==> src/hdl/irc_tok_pkg.sv <==
// Shared types and constants for the IRC line tokenizer.
package irc_tok_pkg;

   localparam int MAX_PARAMS_DEFAULT = 16;
   localparam int QUEUE_DEPTH        = 2;

   localparam logic [7:0] CHAR_COLON = 8'h3a;
   localparam logic [7:0] CHAR_SPACE = 8'h20;

   localparam logic [2:0] ROLE_PREFIX  = 3'd0;
   localparam logic [2:0] ROLE_MIDDLE  = 3'd1;
   localparam logic [2:0] ROLE_TRAIL   = 3'd2;
   localparam logic [2:0] ROLE_SEP     = 3'd3;
   localparam logic [2:0] ROLE_SUMMARY = 3'd4;

   typedef enum logic [2:0] {
      MODE_LINE_START = 3'd0,
      MODE_PREFIX     = 3'd1,
      MODE_TOKSTART   = 3'd2,
      MODE_INTOKEN    = 3'd3,
      MODE_TRAILING   = 3'd4
   } mode_type;

   typedef struct packed {
      logic [7:0] data_byte;
      logic       line_last;
   } req_type;

   typedef struct packed {
      logic [7:0] out_byte;
      logic [2:0] role;
      logic [3:0] param_index;
      logic       param_closed;
      logic       run_last;
      logic [4:0] param_count;
      logic       prefix_unterminated;
      logic       too_many_params;
   } rsp_type;

   // one accepted byte: its own beat, plus the summary beat on a line's last byte
   typedef struct packed {
      rsp_type first;
      logic    has_summary;
      rsp_type summary;
   } qent_type;

endpackage

==> src/hdl/irc_tok_classify.sv <==
// Byte classifier: next parse state and the result beats for one byte.
module irc_tok_classify #(
   parameter int MAX_PARAMS = irc_tok_pkg::MAX_PARAMS_DEFAULT,
   localparam int CW = $clog2(MAX_PARAMS + 1)
) (
   input  irc_tok_pkg::req_type  req,
   input  irc_tok_pkg::mode_type mode,
   input  logic [CW-1:0]         cnt,
   input  logic                  ovf,
   output irc_tok_pkg::mode_type mode_in,
   output logic [CW-1:0]         cnt_in,
   output logic                  ovf_in,
   output irc_tok_pkg::qent_type entry
);

   localparam logic [CW-1:0] MAXC  = CW'(MAX_PARAMS);
   localparam logic [CW-1:0] MAXC1 = CW'(MAX_PARAMS - 1);

   logic                  is_colon;
   logic                  is_space;
   logic                  open_full;
   logic [CW-1:0]         open_idx;
   logic [CW-1:0]         open_cnt;
   logic [CW-1:0]         cur_idx;
   logic [CW-1:0]         sum_cur;
   logic                  tok;
   irc_tok_pkg::mode_type mode_step;
   logic [CW-1:0]         cnt_step;
   logic                  ovf_step;
   logic [2:0]            role;
   logic [CW-1:0]         idx;
   logic                  closed;
   logic                  sum_closed;
   logic                  sum_unterm;

   assign is_colon  = req.data_byte == irc_tok_pkg::CHAR_COLON;
   assign is_space  = req.data_byte == irc_tok_pkg::CHAR_SPACE;
   assign open_full = cnt >= MAXC;
   assign open_idx  = open_full ? MAXC1 : cnt;
   assign open_cnt  = open_full ? MAXC : cnt + CW'(1);
   assign cur_idx   = (cnt == '0) ? '0 : cnt - CW'(1);

   always_comb begin
      mode_step = mode;
      cnt_step  = cnt;
      ovf_step  = ovf;
      role      = irc_tok_pkg::ROLE_SEP;
      idx       = '0;
      closed    = 1'b0;
      tok       = 1'b0;
      unique case (mode)
         irc_tok_pkg::MODE_LINE_START: begin
            if (is_colon) begin
               mode_step = irc_tok_pkg::MODE_PREFIX;
            end else begin
               tok = 1'b1;
            end
         end
         irc_tok_pkg::MODE_PREFIX: begin
            if (is_space) begin
               mode_step = irc_tok_pkg::MODE_TOKSTART;
            end else begin
               role = irc_tok_pkg::ROLE_PREFIX;
            end
         end
         irc_tok_pkg::MODE_INTOKEN: begin
            idx = cur_idx;
            if (is_space) begin
               closed    = 1'b1;
               mode_step = irc_tok_pkg::MODE_TOKSTART;
            end else if (is_colon) begin
               closed    = 1'b1;
               cnt_step  = open_cnt;
               ovf_step  = ovf | open_full;
               mode_step = irc_tok_pkg::MODE_TRAILING;
            end else begin
               role = irc_tok_pkg::ROLE_MIDDLE;
            end
         end
         irc_tok_pkg::MODE_TRAILING: begin
            idx  = cur_idx;
            role = irc_tok_pkg::ROLE_TRAIL;
         end
         default: begin
            tok = 1'b1;
         end
      endcase
      if (tok) begin
         idx      = open_idx;
         cnt_step = open_cnt;
         ovf_step = ovf | open_full;
         if (is_space) begin
            closed    = 1'b1;
            mode_step = irc_tok_pkg::MODE_TOKSTART;
         end else if (is_colon) begin
            mode_step = irc_tok_pkg::MODE_TRAILING;
         end else begin
            role      = irc_tok_pkg::ROLE_MIDDLE;
            mode_step = irc_tok_pkg::MODE_INTOKEN;
         end
      end
   end

   assign sum_cur    = (cnt_step == '0) ? '0 : cnt_step - CW'(1);
   assign sum_closed = (mode_step == irc_tok_pkg::MODE_INTOKEN) ||
                       (mode_step == irc_tok_pkg::MODE_TRAILING);
   assign sum_unterm = mode_step == irc_tok_pkg::MODE_PREFIX;

   always_comb begin
      entry.first.out_byte            = req.data_byte;
      entry.first.role                = role;
      entry.first.param_index         = 4'(idx);
      entry.first.param_closed        = closed;
      entry.first.run_last            = ~req.line_last;
      entry.first.param_count         = '0;
      entry.first.prefix_unterminated = 1'b0;
      entry.first.too_many_params     = ovf_step;
      entry.has_summary               = req.line_last;
      entry.summary.out_byte            = '0;
      entry.summary.role                = irc_tok_pkg::ROLE_SUMMARY;
      entry.summary.param_index         = sum_closed ? 4'(sum_cur) : '0;
      entry.summary.param_closed        = sum_closed;
      entry.summary.run_last            = 1'b1;
      entry.summary.param_count         = sum_unterm ? '0 : 5'(cnt_step);
      entry.summary.prefix_unterminated = sum_unterm;
      entry.summary.too_many_params     = ovf_step;
   end

   // after a line's last byte everything returns to line start
   always_comb begin
      if (req.line_last) begin
         mode_in = irc_tok_pkg::MODE_LINE_START;
         cnt_in  = '0;
         ovf_in  = 1'b0;
      end else begin
         mode_in = mode_step;
         cnt_in  = cnt_step;
         ovf_in  = ovf_step;
      end
   end

endmodule

==> src/hdl/irc_tok_queue.sv <==
// Result queue: holds classified bytes and sends one or two beats per entry.
module irc_tok_queue (
   input  logic                  clock,
   input  logic                  reset,
   input  logic                  push_valid,
   input  irc_tok_pkg::qent_type push_entry,
   output logic                  push_ready,
   output logic                  rsp_valid,
   output irc_tok_pkg::rsp_type  rsp_data,
   input  logic                  rsp_ready
);

   localparam int DEPTH = irc_tok_pkg::QUEUE_DEPTH;
   localparam int AW    = (DEPTH > 1) ? $clog2(DEPTH) : 1;
   localparam int NW    = $clog2(DEPTH + 1);

   irc_tok_pkg::qent_type mem_ff [DEPTH];
   logic [AW-1:0] wr_ptr_ff, wr_ptr_in;
   logic [AW-1:0] rd_ptr_ff, rd_ptr_in;
   logic [NW-1:0] count_ff, count_in;
   logic          second_ff, second_in;
   logic          push;
   logic          pop;
   irc_tok_pkg::qent_type head;

   assign head       = mem_ff[rd_ptr_ff];
   assign push_ready = count_ff < NW'(DEPTH);
   assign rsp_valid  = count_ff != '0;
   assign rsp_data   = second_ff ? head.summary : head.first;
   assign push       = push_valid & push_ready;
   assign pop        = rsp_valid & rsp_ready & (~head.has_summary | second_ff);

   always_comb begin
      wr_ptr_in = wr_ptr_ff;
      rd_ptr_in = rd_ptr_ff;
      second_in = second_ff;
      if (push) begin
         wr_ptr_in = (wr_ptr_ff == AW'(DEPTH - 1)) ? '0 : wr_ptr_ff + AW'(1);
      end
      if (pop) begin
         rd_ptr_in = (rd_ptr_ff == AW'(DEPTH - 1)) ? '0 : rd_ptr_ff + AW'(1);
         second_in = 1'b0;
      end else if (rsp_valid && rsp_ready) begin
         second_in = 1'b1;
      end
      count_in = count_ff + NW'(push) - NW'(pop);
   end

   always_ff @(posedge clock) begin
      if (reset) begin
         wr_ptr_ff <= '0;
         rd_ptr_ff <= '0;
         count_ff  <= '0;
         second_ff <= 1'b0;
      end else begin
         wr_ptr_ff <= wr_ptr_in;
         rd_ptr_ff <= rd_ptr_in;
         count_ff  <= count_in;
         second_ff <= second_in;
      end
   end

   always_ff @(posedge clock) begin
      if (push) begin
         mem_ff[wr_ptr_ff] <= push_entry;
      end
   end

endmodule

==> src/hdl/irc_line_tokenizer_core.sv <==
// Top level of the IRC line tokenizer: parse state registers and result queue.
//
// Tags each byte of an IRC message line as prefix, middle, trailing or
// separator text and tracks parameter indexes; no text is stored. A byte is
// taken every cycle while the two-entry result queue has room; each byte gives
// one result beat, and the last byte of a line gives a second, the line
// summary, so such a byte holds the result side for two beats. The mode,
// parameter counter and overflow flag update in the cycle a byte is taken, and
// its results can leave on the next cycle. Parameters past MAX_PARAMS set the
// overflow flag and share index MAX_PARAMS-1.
module irc_line_tokenizer_core #(
   parameter int MAX_PARAMS = irc_tok_pkg::MAX_PARAMS_DEFAULT
) (
   input  logic                 clock,
   input  logic                 reset,
   input  logic                 req_valid,
   output logic                 req_ready,
   input  irc_tok_pkg::req_type req_data,
   output logic                 rsp_valid,
   input  logic                 rsp_ready,
   output irc_tok_pkg::rsp_type rsp_data
);

   localparam int CW = $clog2(MAX_PARAMS + 1);

   irc_tok_pkg::mode_type mode_ff, mode_in;
   logic [CW-1:0]         cnt_ff, cnt_in;
   logic                  ovf_ff, ovf_in;
   irc_tok_pkg::qent_type entry;
   logic                  req_beat;

   assign req_beat = req_valid & req_ready;

   irc_tok_classify #(
      .MAX_PARAMS(MAX_PARAMS)
   ) u_classify (
      .req     (req_data),
      .mode    (mode_ff),
      .cnt     (cnt_ff),
      .ovf     (ovf_ff),
      .mode_in (mode_in),
      .cnt_in  (cnt_in),
      .ovf_in  (ovf_in),
      .entry   (entry)
   );

   irc_tok_queue u_queue (
      .clock      (clock),
      .reset      (reset),
      .push_valid (req_valid),
      .push_entry (entry),
      .push_ready (req_ready),
      .rsp_valid  (rsp_valid),
      .rsp_data   (rsp_data),
      .rsp_ready  (rsp_ready)
   );

   always_ff @(posedge clock) begin
      if (reset) begin
         mode_ff <= irc_tok_pkg::MODE_LINE_START;
         cnt_ff  <= '0;
         ovf_ff  <= 1'b0;
      end else if (req_beat) begin
         mode_ff <= mode_in;
         cnt_ff  <= cnt_in;
         ovf_ff  <= ovf_in;
      end
   end

   a_line_end_clears: assert property (@(posedge clock) disable iff (reset)
      req_beat && req_data.line_last |=>
         mode_ff == irc_tok_pkg::MODE_LINE_START && cnt_ff == '0 && !ovf_ff)
      else $error("parse state not cleared after line end");

   a_cnt_bounded: assert property (@(posedge clock) disable iff (reset)
      cnt_ff <= CW'(MAX_PARAMS))
      else $error("parameter counter beyond limit");

   a_summary_last: assert property (@(posedge clock) disable iff (reset)
      rsp_valid && rsp_data.role == irc_tok_pkg::ROLE_SUMMARY |-> rsp_data.run_last)
      else $error("summary beat not marked last");

   a_unterm_no_count: assert property (@(posedge clock) disable iff (reset)
      rsp_valid && rsp_data.prefix_unterminated |->
         rsp_data.param_count == '0 && rsp_data.role == irc_tok_pkg::ROLE_SUMMARY)
      else $error("void line reports parameters");

endmodule
==> config.mk <==
export PLATFORM = sky130hd
export DESIGN_NAME = irc_line_tokenizer_core
export DESIGN_NICKNAME = d
export VERILOG_FILES = /design/src/hdl/irc_tok_pkg.sv /design/src/hdl/irc_tok_classify.sv /design/src/hdl/irc_tok_queue.sv /design/src/hdl/irc_line_tokenizer_core.sv
export SDC_FILE = /design/constraint.sdc
export NUM_CORES = 1
export LEC_CHECK = 0
export BUFFER_PORTS_ARGS = -buffer_cell sky130_fd_sc_hd__buf_2
export CAP_MARGIN = 20
export CORE_UTILIZATION = 30
export DETAILED_ROUTE_END_ITERATION = 7
export PLACE_DENSITY = 0.58
export SYNTH_ARGS = -nofsm -noshare
export SYNTH_HDL_FRONTEND = slang
export SYNTH_SLANG_ARGS = --single-unit
==> constraint.sdc <==
create_clock -name clock -period 2.35 [get_ports clock]
set_input_delay 0.1175 -clock clock [delete_from_list [all_inputs] [get_ports clock]]
set_output_delay 0.1175 -clock clock [all_outputs]
set_load 0.03 [all_outputs]
==> results.md, run 1 <==
* Via density at just under 5
* Layout cells sized above 1 at 0.288
* Power, Total at approximately 0.0047 W
* Worst path max stage delay at approximately 0.44 ns
* CTS Buf Count at 9
* Starting Density at 0.314
* DRC at 0
* Outcome: complete, no violations
* Count leader, synth: edfxtp_1
* ANT cells at 0
* MaxCap Viol Count at 0
* PwrDens at about 1100 mW/mm^2
* Core Area at between 0.01 and 0.015 mm^2
* Placed Area at just under 0.004 mm^2
* Drt first pass iters at 4
* Post-DR wirelength/cell at 15.3 um
* Fin. Hold Viols at 0
* Place WS at roughly 0.053 ns
* Clock share of power at 0.316
* Asr flop ratio synth at 0
* Routed WL at 7340 um
* H-tree depth at 3
* Fin. max-slew vios at 0
* Sequential share of the synthesized area at 0.590
* CP endpoint kind: flop
* Area Overhead vs Synth at 24.4%
* Final hold slack at roughly 0.021 ns
* Largest net degree at the start of global routing at 30
* Worst setup path class: flop to flop
* Max-slew headroom at 0.667
* WHS Endpoint: u_queue.mem_ff[0][27]
* Nets at 353
* Synth top cells by count: 58 x edfxtp_1, 34 x nor2_1, 20 x mux2i_1, 15 x a21oi_1, 15 x dfxtp_1
* Synthesized flop and latch total at 73
* Hold crit path type: primary input to flop
* Yosys top cell by area: edfxtp_1
* VDD IR max at 0.533 mV
* GRT Util Overall at 0.136
* CTS clk-pin slew, worst paths at around 0.06 ns
* Hold Startpoint: req_data[5]
* Initial antenna violation count at 0
* Post-Syn Area at approximately 0.0035 mm^2
* Final setup viols at 0
* Leakage at 1.63 nW
* Post-synth EDFFs at 58
* Total number of vias at about 2.4k
* Hold depth at 1
* Post-synthesis cell type count at 57
* Register share of total power at 0.370
* TritonCTS clock tree: done
* Slew @ Worst Pin at approximately 0.50 ns
* Post-route cell area at 0.00431 mm^2
* Combinational fraction of design power at 0.314
* # fillers at 1057
* Final WS setup at 0.154 ns
* R2r startpoint: mode_ff[2]
* Ys Warns at 0
* Max FO, Critical Path at 5
* Top cells by area, synth: edfxtp_1 50%, dfxtp_1 8.7%, mux2i_1 5.8%, nor2_1 3.7%, mux4_2 3.3%
* Worst R2R End: u_queue.mem_ff[1][10]
* Global-route wire length before repair at roughly 12000 um
* CP Cell Sequence: inv_1 -> and4_2 -> buf_4 -> or3_4 -> o311ai_2 -> o311ai_1 -> a21oi_1
* Switching power at 0.00154 W
* Worst setup SP type: flop
* Final core occ at 0.390
* Buffers on Ports at 38
* Clock Sink Count at 73
* Fmax at between 400 and 500 MHz
* CTS max path bufs at 2
* Post-Syn Nets at 291
* Gp weighted congestion at 0.909
* Period utilization at 0.934
* Yosys top cell area share at 0.503
* Vias in the first global route at between 2k and 2.5k
* WP data required at 2.50 ns
* Reg2Reg Depth at 7
* Mapped Avg Cell Area at roughly 13 um^2
* Critical Path AT at approximately 2.4 ns
* FF+latch area at 0.00204 mm^2
* Sw frac at 0.330
* Row count at 38
* Main synth FF type: edfxtp_1
* Pint at slightly above 0.003 W
* Root Driver: clkbuf_16
* Die height at 109 um
* Post-Synthesis Cells at about 270
* Reg2Reg Setup Slack at about 0.15 ns
* Clk_skew at roughly 0.0046 ns
* Grt ovf at 0
* Final worst path period need at roughly 2.2 ns
* I/O pin cnt at 39
* Antenna-violating nets left at 0
* Multi-input gate area at roughly 0.0013 mm^2
* CP max-delay cell: o311ai_2
* 1st-iter DRT viols at roughly 120
* DP HPWL at slightly above 5000 um
* Die W at about 110 um
* Skew-Pair Late Insertion Delay at around 0.33 ns
* Die area at between 0.01 and 0.015 mm^2
==> layout make-up <==
class | count | share of cell area
flip-flops and latches | 73 | 0.474
well taps | 140 | 0.0407
multi-input cells | 175 | 0.307
clock buffers | 9 | 0.0523
clock inverters | 7 | 0.0241
repair buffers | 64 | 0.0907
inverters | 12 | 0.0105
==> state kept, by name (all words and copies together), names as in the netlist, named ones only <==
register           count
u_queue.count_ff       2
u_queue.rd_ptr_ff      1
cnt_ff                 5
u_queue.wr_ptr_ff      1
u_queue.mem_ff        58
mode_ff                3
u_queue.second_ff      1
ovf_ff                 1
==> kinds of logic (layout without fill, tap and decap cells) <==
family / Yosys count / in the layout / synth area share
simple gates: 84 / 84 / 0.137
fa+ha+maj: 5 / 5 / 0.0181
buf+inv: 25 / 92 / 0.0296
flops: 73 / 73 / 0.590
mux: 28 / 28 / 0.100
xor+xnor: 6 / 6 / 0.0152
compound gates: 52 / 52 / 0.110
==> through the flow <==
step	instances	setup TNS, ns
after global placement	462	0
after detailed placement	462	0
after global routing	480	-0.00292
after CTS	480	0
final	480	0
after floorplan	273	0
==> per-layer routing <==
metal | wire (um) | up-vias | GRT usage
met5 | 0 | - | 0
met4 | 112 | 0 | 0.0638
met3 | 409 | 9 | 0.0302
met2 | 3410 | 61 | 0.213
met1 | 3410 | 1142 | 0.178
li1 | - | 1141 | -
==> cell usage in the layout (no fill, tap or decap), types with 2 or more instances in the layout <==
| master | n |
|---|---|
| inv_1 | 11 |
| mux4_2 | 5 |
| clkinvlp_4 | 2 |
| o22a_1 | 3 |
| nor2b_1 | 11 |
| nand2_1 | 9 |
| nor3_1 | 3 |
| o311a_1 | 2 |
| or2_1 | 2 |
| buf_4 | 24 |
| clkinv_4 | 2 |
| a21o_1 | 2 |
| a22oi_1 | 3 |
| buf_2 | 38 |
| mux2_2 | 2 |
| bufinv_16 | 2 |
| nand2b_1 | 5 |
| xor2_1 | 2 |
| dlygate4sd3_1 | 2 |
| dfxtp_1 | 15 |
| o211a_1 | 2 |
| and2_1 | 2 |
| o21ai_0 | 8 |
| mux2i_1 | 20 |
| and3_1 | 2 |
| o31ai_1 | 2 |
| nand3_1 | 2 |
| ha_1 | 5 |
| clkbuf_16 | 9 |
| nor3_2 | 2 |
| nor4b_4 | 2 |
| xnor2_1 | 4 |
| nor2_1 | 33 |
| a21oi_1 | 15 |
| a211o_1 | 2 |
| edfxtp_1 | 58 |
==> power groups by stage <==
stage / sequential (W) / clock (W) / combinational [W]
final: 0.00172 / 0.00147 / 0.00146
after global routing: 0.00174 / 0.00156 / 0.00159
after CTS: 0.00172 / 0.00150 / 0.00149
after detailed placement: 0.00175 / 0 / 0.00148
after global placement: 0.00175 / 0 / 0.00147
after floorplan: 0.00175 / 0 / 0.00104
==> worst max path at each step <==
stage / start / end / slack, ns / cells after the start
floorplan: mode_ff[1] / u_queue.mem_ff[0][8] / 0.02 / 10
global placement: req_data[6] / u_queue.mem_ff[0][9] / 0.08 / 10
detailed placement: req_data[6] / u_queue.mem_ff[0][8] / 0.05 / 10
CTS: mode_ff[2] / u_queue.mem_ff[0][8] / 0.1 / 9
global route: mode_ff[2] / u_queue.mem_ff[0][10] / -0.001 / 7
finish: mode_ff[2] / u_queue.mem_ff[1][10] / 0.15 / 7
==> timing repair <==
action                     in CTS  in global routing
gates resized for setup         0                  1
hold buffers                    2                  0
hold endpoints to repair        4                  0
setup endpoints to repair       0                  6
buffers inserted                0                  0
==> worst max-delay path: cells and delay by family (launching register included) <==
| family | cells | cell delay (ns) |
|---|---|---|
| flops | 1 | 0.39 |
| simple gates | 2 | 0.60 |
| compound gates | 3 | 0.81 |
| buf+inv | 2 | 0.22 |
Power figures use the tool's default switching activity.
==> inputs of run 2 (changes only) <==
- PLACE_DENSITY: 0.58 -> 0.56
- clock period: 2.35 -> 2.08 ns (I/O delays scaled with it)
==> run 2 against run 1 <==
  * First-iteration DRC count shrank 9.3%
  * Register-to-register slack lost 0.11 ns
  * Sequential share of layout area shrank 1.9 points
  * Total power grew 9.5%
  * Global-route usage grew 0.67 points
  * Combinational power grew 21%
  * Setup slack lost 0.11 ns
  * Clock-buffer cell count grew 2
  * Final cell count grew 4.4%
  * Sequential power grew 13%
  * Largest cell class unchanged
  * Largest power group unchanged
  * Highest routed layer unchanged
==> results.md, run 2 (synthesis results as in run 1) <==
* Outcome: complete, no violations (unchanged)
* Drt first pass iters at 4 (unchanged)
* H-tree depth at 3 (unchanged)
* Most frequent cells in the layout: 58 x edfxtp_1, 43 x buf_4, 38 x buf_2, 31 x nor2_1, 20 x mux2i_1 (was 58 x edfxtp_1, 38 x buf_2, 33 x nor2_1, 24 x buf_4, 20 x mux2i_1)
* Max FO, Critical Path at 9 (was 5)
* Final worst path period need at 2.03 ns (was 2.20 ns)
* Antenna-violating nets left at 0 (unchanged)
* Core Area at 0.0110 mm^2 (unchanged)
* Worst R2R End: u_queue.mem_ff[0][8] (was u_queue.mem_ff[1][10])
* DP HPWL at 5510 um (was 5110 um)
* CP max-delay cell: dfxtp_4 (was o311ai_2)
* Most flop-heavy register: u_queue.mem_ff (unchanged)
* WP data required at 2.17 ns (was 2.50 ns)
* Global-route wire length before repair at 12400 um (was 11900 um)
* Post-CTS Hold Buffers at 0 (was 2)
* ANT cells at 0 (unchanged)
* Layout cells sized above 1 at 0.366 (was 0.288)
* Fmax at 492 MHz (was 455 MHz)
* Clk_skew at 0.00391 ns (was 0.00461 ns)
* Met2 usage at 0.223 (was 0.213)
* Area Overhead vs Synth at 30.2% (was 24.4%)
* Buffers on Ports at 38 (unchanged)
* M3 GR Usage at 0.0231 (was 0.0302)
* Reg2Reg Depth at 8 (was 7)
* Worst setup SP type: flop (unchanged)
* Row count at 38 (unchanged)
* Routed WL at 7790 um (was 7340 um)
* CP endpoint kind: flop (unchanged)
* Largest regs: u_queue.mem_ff: 58 flops, cnt_ff: 5 flops, mode_ff: 3 flops (unchanged)
* CP Depth at 8 (was 7)
* Nets at 374 (was 353)
* Commonest non-fill, non-tap cell in the layout: edfxtp_1 (unchanged)
* Die height at 109 um (unchanged)
* Die area at 0.0120 mm^2 (unchanged)
* R2r startpoint: mode_ff[0] (was mode_ff[2])
* GRT Util Overall at 0.143 (was 0.136)
* Starting Density at 0.314 (unchanged)
* Root Driver: clkbuf_16 (unchanged)
* Reg2Reg Setup Slack at 0.05 ns (was 0.15 ns)
* Max-slew headroom at 0.497 (was 0.667)
* Number of flip-flops in the largest register at 58 (unchanged)
* # fillers at 1072 (was 1057)
* Placed cell count at 483 (was 462)
* CTS Buf Count at 9 (unchanged)
* Initial antenna violation count at 0 (unchanged)
* Total number of vias at 2440 (was 2353)
* PwrDens at 1130 mW/mm^2 (was 1080 mW/mm^2)
* CTS max path bufs at 2 (unchanged)
* Hold Startpoint: req_data[0] (was req_data[5])
* Grt ovf at 0 (unchanged)
* Bufs and invs on worst path at 1 (was 2)
* Non-Filler Instances at 501 (was 480)
* RSZ-0062 raised after global routing: true
* Final setup viols at 0 (unchanged)
* Crit. Startpoint: mode_ff[0] (was mode_ff[2])
* Via density at 4.87 (was 4.90)
* Largest net degree at the start of global routing at 30 (unchanged)
* DRC at 0 (unchanged)
* Fin. Hold Viols at 0 (unchanged)
* Skew-Pair Late Insertion Delay at 0.33 ns (about the same)
* Die W at 109 um (unchanged)
* Worst path max stage delay at 0.38 ns (was 0.44 ns)
* Post-DR wirelength/cell at 15.6 um (was 15.3 um)
* Delay-heaviest family, CP: simple AND/OR/NAND/NOR gates (was compound AO/OA/AOI/OAI gates)
* Gp weighted congestion at 0.842 (was 0.909)
* Fin. max-slew vios at 0 (unchanged)
* TritonCTS clock tree: done (unchanged)
* Worst setup path class: flop to flop (unchanged)
* Hold crit path type: primary input to flop (unchanged)
* Clock Sink Count at 73 (unchanged)
* I/O pin cnt at 39 (unchanged)
* Crit path top cell by count: nor3_4
* Slew @ Worst Pin at 0.754 ns (was 0.498 ns)
* Met1 global-route usage at 0.189 (was 0.178)
* MaxCap Viol Count at 0 (unchanged)
* Worst Setup EP: u_queue.mem_ff[0][8] (was u_queue.mem_ff[1][10])
* CP Cell Sequence: buf_12 -> nor3_4 -> nor3_4 -> mux2i_1 -> ha_2 -> nor2b_4 -> a31o_1 -> nor2_2 (was inv_1 -> and4_2 -> buf_4 -> or3_4 -> o311ai_2 -> o311ai_1 -> a21oi_1)
* GRT busiest layer: met2 (unchanged)
* VDD IR max at 0.631 mV (was 0.533 mV)
* Critical Path AT at 2.12 ns (was 2.35 ns)
* CTS clk-pin slew, worst paths at 0.06 ns (about the same)
* Leakage at 1.73 nW (was 1.63 nW)
* Period utilization at 0.977 (was 0.934)
* Power, Total at 0.00509 W (was 0.00465 W)
* Vias in the first global route at 2404 (was 2329)
* 1st-iter DRT viols at 107 (was 118)
-- run 2: cell types whose count changed in the layout (fill, tap and decap cells not counted), sizes merged --
cell	previous run	this run
buf	62	85
bufinv	2	0
clkbuf	9	11
clkinv	3	6
clkinvlp	2	0
dlygate4sd3	2	0
inv	12	11
-- run 2: metrics by stage --
stage | hold WS (ns) | cell area [um^2] | setup WS (ns) | setup TNS [ns] | utilization
final | 0.0492 | 4510 | 0.0483 | 0 | 0.408
after floorplan | 0.176 | 3500 | 0.00605 | 0 | -
after detailed placement | 0.389 | 4170 | -0.157 | -1.74 | 0.378
after global placement | 0.385 | 4170 | -0.0863 | -0.763 | 0.378
after global routing | 0.0441 | 4510 | -0.0255 | -0.100 | 0.408
after CTS | 0.0460 | 4460 | 0.0348 | 0 | 0.404
-- run 2: worst min path at each step --
stage | endpoint | slack, ns | cells past startpoint
5_1_grt | u_queue.mem_ff[1][12] | 0.04 | 1
6_report | u_queue.mem_ff[0][12] | 0.05 | 1
3_5_place_dp | u_queue.mem_ff[0][12] | 0.39 | 1
2_1_floorplan | u_queue.count_ff[0] | 0.18 | 1
4_1_cts | u_queue.mem_ff[0][12] | 0.05 | 1
3_3_place_gp | u_queue.mem_ff[1][12] | 0.39 | 1
-- run 2: final cells by class --
type                    instances  area (um^2)  area share
multi-input cells             175         1390       0.309
repair buffers                 85          576       0.128
inverters                      12         45.0      0.0100
well taps                     140          175      0.0389
clock inverters                 5         32.5     0.00722
clock buffers                  11          233      0.0517
flip-flops and latches         73         2050       0.455
-- run 2: power breakdown --
| group | total [W] | switching (W) | internal [W] | leakage (nW) |
|---|---|---|---|---|
| Sequential | 0.00195 | 0.0000690 | 0.00189 | 0.670 |
| Clock | 0.00138 | 0.000575 | 0.000805 | 0.133 |
| Combinational | 0.00176 | 0.00110 | 0.000656 | 0.931 |
| Total | 0.00509 | 0.00175 | 0.00335 | 1.73 |
-- run 2: what timing repair did --
| action | CTS | global route |
|---|---|---|
| gates resized for setup | 5 | 11 |
| setup endpoints to repair | 8 | 9 |
| setup buffers | 1 | 1 |
| pin swaps | 1 | 4 |
-- run 2: routing by layer --
layer  wire length [um]  share of wire  vias up
li1                   -              -     1175
met1               3690           0.47     1196
met2               3680           0.47       58
met3                271          0.035       11
met4                148          0.019        0
met5                  0              0        -
==> inputs of run 3 (changes only) <==
- ABC_AREA: not set -> 1
- CORE_UTILIZATION: 30 -> 55
- PLACE_DENSITY: 0.56 -> 0.86
- REMOVE_ABC_BUFFERS: not set -> 1
==> run 3 against run 2 <==
  * Total power is 9.6% lower
  * Setup slack got worse by 0.018 ns
  * Via count rose by 18%
  * Clock-buffer cell count shrank 2
  * Sequential power decreased by 2%
  * Combinational power is 9% lower
  * Clock power fell by 21%
  * Critical endpoint is now u_queue.mem_ff[1][10]
==> results.md, run 3 <==
* Root Driver: clkbuf_8 (was clkbuf_16)
* Worst setup path class: flop to flop (unchanged)
* Largest regs: u_queue.mem_ff: 58 flops, cnt_ff: 5 flops, mode_ff: 3 flops (unchanged)
* Top cells by area, synth: edfxtp_1 50%, dfxtp_1 8.7%, nor2_1 7.9%, nand2_1 6.8%, o21ai_0 5.1% (was edfxtp_1 50%, dfxtp_1 8.7%, mux2i_1 5.8%, nor2_1 3.7%, mux4_2 3.3%)
* Die area at 0.00662 mm^2 (was 0.0120 mm^2)
* Total number of vias at 2876 (was 2440)
* Period utilization at 0.986 (was 0.977)
* Outcome: complete, no violations (unchanged)
* Starting Density at 0.578 (was 0.314)
* Max FO, Critical Path at 6 (was 9)
* CP Cell Sequence: inv_1 -> ha_1 -> inv_1 -> nor2_1 -> nand2_2 -> nand2_2 -> inv_2 -> ha_2 -> inv_1 -> nor2_2 -> nand3_2 -> nand2_4 -> nor2_1 (was buf_12 -> nor3_4 -> nor3_4 -> mux2i_1 -> ha_2 -> nor2b_4 -> a31o_1 -> nor2_2)
* Die height at 81.4 um (was 109 um)
* WP data required at 2.19 ns (was 2.17 ns)
* Ys Warns at 0 (unchanged)
* Buffers on Ports at 38 (unchanged)
* H-tree depth at 3 (unchanged)
* Max-slew headroom at 0.656 (was 0.497)
* Slew @ Worst Pin at 0.516 ns (was 0.754 ns)
* I/O pin cnt at 39 (unchanged)
* 1st-iter DRT viols at 330 (was 107)
* Yosys top cell area share at 0.503 (about the same)
* Global-route wire length before repair at 11600 um (was 12400 um)
* TritonCTS clock tree: done (unchanged)
* Multi-input gate area at 0.00134 mm^2 (was 0.00139 mm^2)
* Worst setup SP type: flop (unchanged)
* Post-synth EDFFs at 58 (unchanged)
* Critical Path AT at 2.16 ns (was 2.12 ns)
* Post-Syn Area at 0.00346 mm^2 (about the same)
* Clk_skew at 0.00580 ns (was 0.00391 ns)
* Gp weighted congestion at 0.890 (was 0.842)
* Post-DR wirelength/cell at 16.2 um (was 15.6 um)
* Grt ovf at 0 (unchanged)
* # fillers at 403 (was 1072)
* Most flop-heavy register: u_queue.mem_ff (unchanged)
* Largest net degree at the start of global routing at 29 (was 30)
* CTS clk-pin slew, worst paths at 0.07 ns (was 0.06 ns)
* CP endpoint kind: flop (unchanged)
* Number of flip-flops in the largest register at 58 (unchanged)
* Layout cells sized above 1 at 0.266 (was 0.366)
* Sequential share of the synthesized area at 0.590 (about the same)
* Leakage at 1.75 nW (was 1.73 nW)
* Routed WL at 8160 um (was 7790 um)
* DP HPWL at 4770 um (was 5510 um)
* Final hold slack at 0.0887 ns (was 0.0492 ns)
* Mapped Avg Cell Area at 9.39 um^2 (was 12.7 um^2)
* Fin. Hold Viols at 0 (unchanged)
* Bufs and invs on worst path at 4 (was 1)
* Final setup viols at 0 (unchanged)
* Vias in the first global route at 2552 (was 2404)
* CTS Buf Count at 9 (unchanged)
* Row count at 28 (was 38)
* PwrDens at 1100 mW/mm^2 (was 1130 mW/mm^2)
* Yosys top cell by area: edfxtp_1 (unchanged)
* Fin. max-slew vios at 0 (unchanged)
* CP max-delay cell: dfxtp_1 (was dfxtp_4)
* Fmax at 488 MHz (was 492 MHz)
* Worst path max stage delay at 0.44 ns (was 0.38 ns)
* CTS max path bufs at 2 (unchanged)
* Clock Sink Count at 73 (unchanged)
* Skew-Pair Late Insertion Delay at 0.35 ns (was 0.33 ns)
* Placed cell count at 480 (was 483)
* Crit. Startpoint: cnt_ff[1] (was mode_ff[0])
* Core Area at 0.00599 mm^2 (was 0.0110 mm^2)
* VDD IR max at 0.851 mV (was 0.631 mV)
* Nets at 442 (was 374)
* Delay-heaviest family, CP: simple AND/OR/NAND/NOR gates (unchanged)
* Hold Startpoint: reset (was req_data[0])
* Via density at 5.71 (was 4.87)
* Synthesized flop and latch total at 73 (unchanged)
* ANT cells at 0 (unchanged)
* Synth top cells by count: 73 x nor2_1, 63 x nand2_1, 58 x edfxtp_1, 35 x o21ai_0, 34 x inv_1 (was 58 x edfxtp_1, 34 x nor2_1, 20 x mux2i_1, 15 x a21oi_1, 15 x dfxtp_1)
* R2r startpoint: cnt_ff[1] (was mode_ff[0])
* Post-Synthesis Cells at 369 (was 273)
* Die W at 81.4 um (was 109 um)
* Crit path top cell by count: inv_1 (was nor3_4)
* Non-Filler Instances at 504 (was 501)
* DRC at 0 (unchanged)
* Initial antenna violation count at 0 (unchanged)
* Post-synthesis cell type count at 31 (was 57)
* Commonest non-fill, non-tap cell in the layout: nor2_1 (was edfxtp_1)
* MaxCap Viol Count at 0 (unchanged)
* Main synth FF type: edfxtp_1 (unchanged)
* GRT Util Overall at 0.241 (was 0.143)
* Hold crit path type: primary input to flop (unchanged)
* Asr flop ratio synth at 0 (unchanged)
* Drt first pass iters at 5 (was 4)
* Area Overhead vs Synth at 20.8% (was 30.2%)
* Setup TNS at 0 ns (unchanged)
* Final worst path period need at 2.05 ns (was 2.03 ns)
* Most frequent cells in the layout: 66 x nor2_1, 58 x edfxtp_1, 54 x nand2_1, 35 x o21ai_0, 33 x buf_2 (was 58 x edfxtp_1, 43 x buf_4, 38 x buf_2, 31 x nor2_1, 20 x mux2i_1)
* FF+latch area at 0.00204 mm^2 (was 0.00205 mm^2)
* Antenna-violating nets left at 0 (unchanged)
* Count leader, synth: nor2_1 (was edfxtp_1)
-- run 3: kinds of logic after synthesis --
group | share of synthesized area
fa+ha+maj | 0.0181
buf+inv | 0.0567
compound gates | 0.0972
simple gates | 0.231
xor+xnor | 0.00759
flops | 0.590
-- run 3: final timing paths --
path | end | slack [ns] | cells after the start
min reg2reg | flop | 0.46 | 1
max reg2reg | u_queue.mem_ff[1][10] | 0.03 | 13
max | u_queue.mem_ff[1][10] | 0.03 | 13
min | u_queue.count_ff[0] | 0.09 | 2
-- run 3: layer usage --
metal,up-vias,wire length [um],global-route usage,share of wire
met5,-,0,0,0
met3,35,510,0.0584,0.063
met2,133,4170,0.401,0.51
li1,1343,-,-,-
met4,0,272,0.114,0.033
met1,1365,3210,0.293,0.39
-- run 3: stage by stage --
stage	utilization	total power [W]	worst slack (ns)	area, um^2
after CTS	0.678	0.00452	0.00775	4060
after detailed placement	0.631	0.00344	0.0797	3780
final	0.699	0.00460	0.0301	4190
after global placement	0.631	0.00338	0.162	3780
after global routing	0.699	0.00482	-0.104	4190
after floorplan	-	0.00297	-0.504	3410
-- run 3: power by group --
| part | internal, W | total (W) | leakage, nW | switching, W |
|---|---|---|---|---|
| logic | 0.000450 | 0.00161 | 0.989 | 0.00116 |
| clock network | 0.000551 | 0.00109 | 0.0909 | 0.000535 |
| registers | 0.00184 | 0.00191 | 0.669 | 0.0000709 |
-- run 3: cell type report --
cell class                 count  area share
sequential                    73       0.488
multi-input combinational    245       0.320
timing repair buffer          56      0.0882
inverter                      39      0.0350
clock buffer                   9      0.0296
tap                           75      0.0224
clock inverter                 7      0.0167
-- run 3: what timing repair did --
| item | CTS | global route |
|---|---|---|
| setup endpoints to repair | 0 | 13 |
| setup buffers | 0 | 1 |
| endpoints found under the hold margin | 18 | 0 |
| resized for setup | 0 | 37 |
| hold buffers | 9 | 0 |
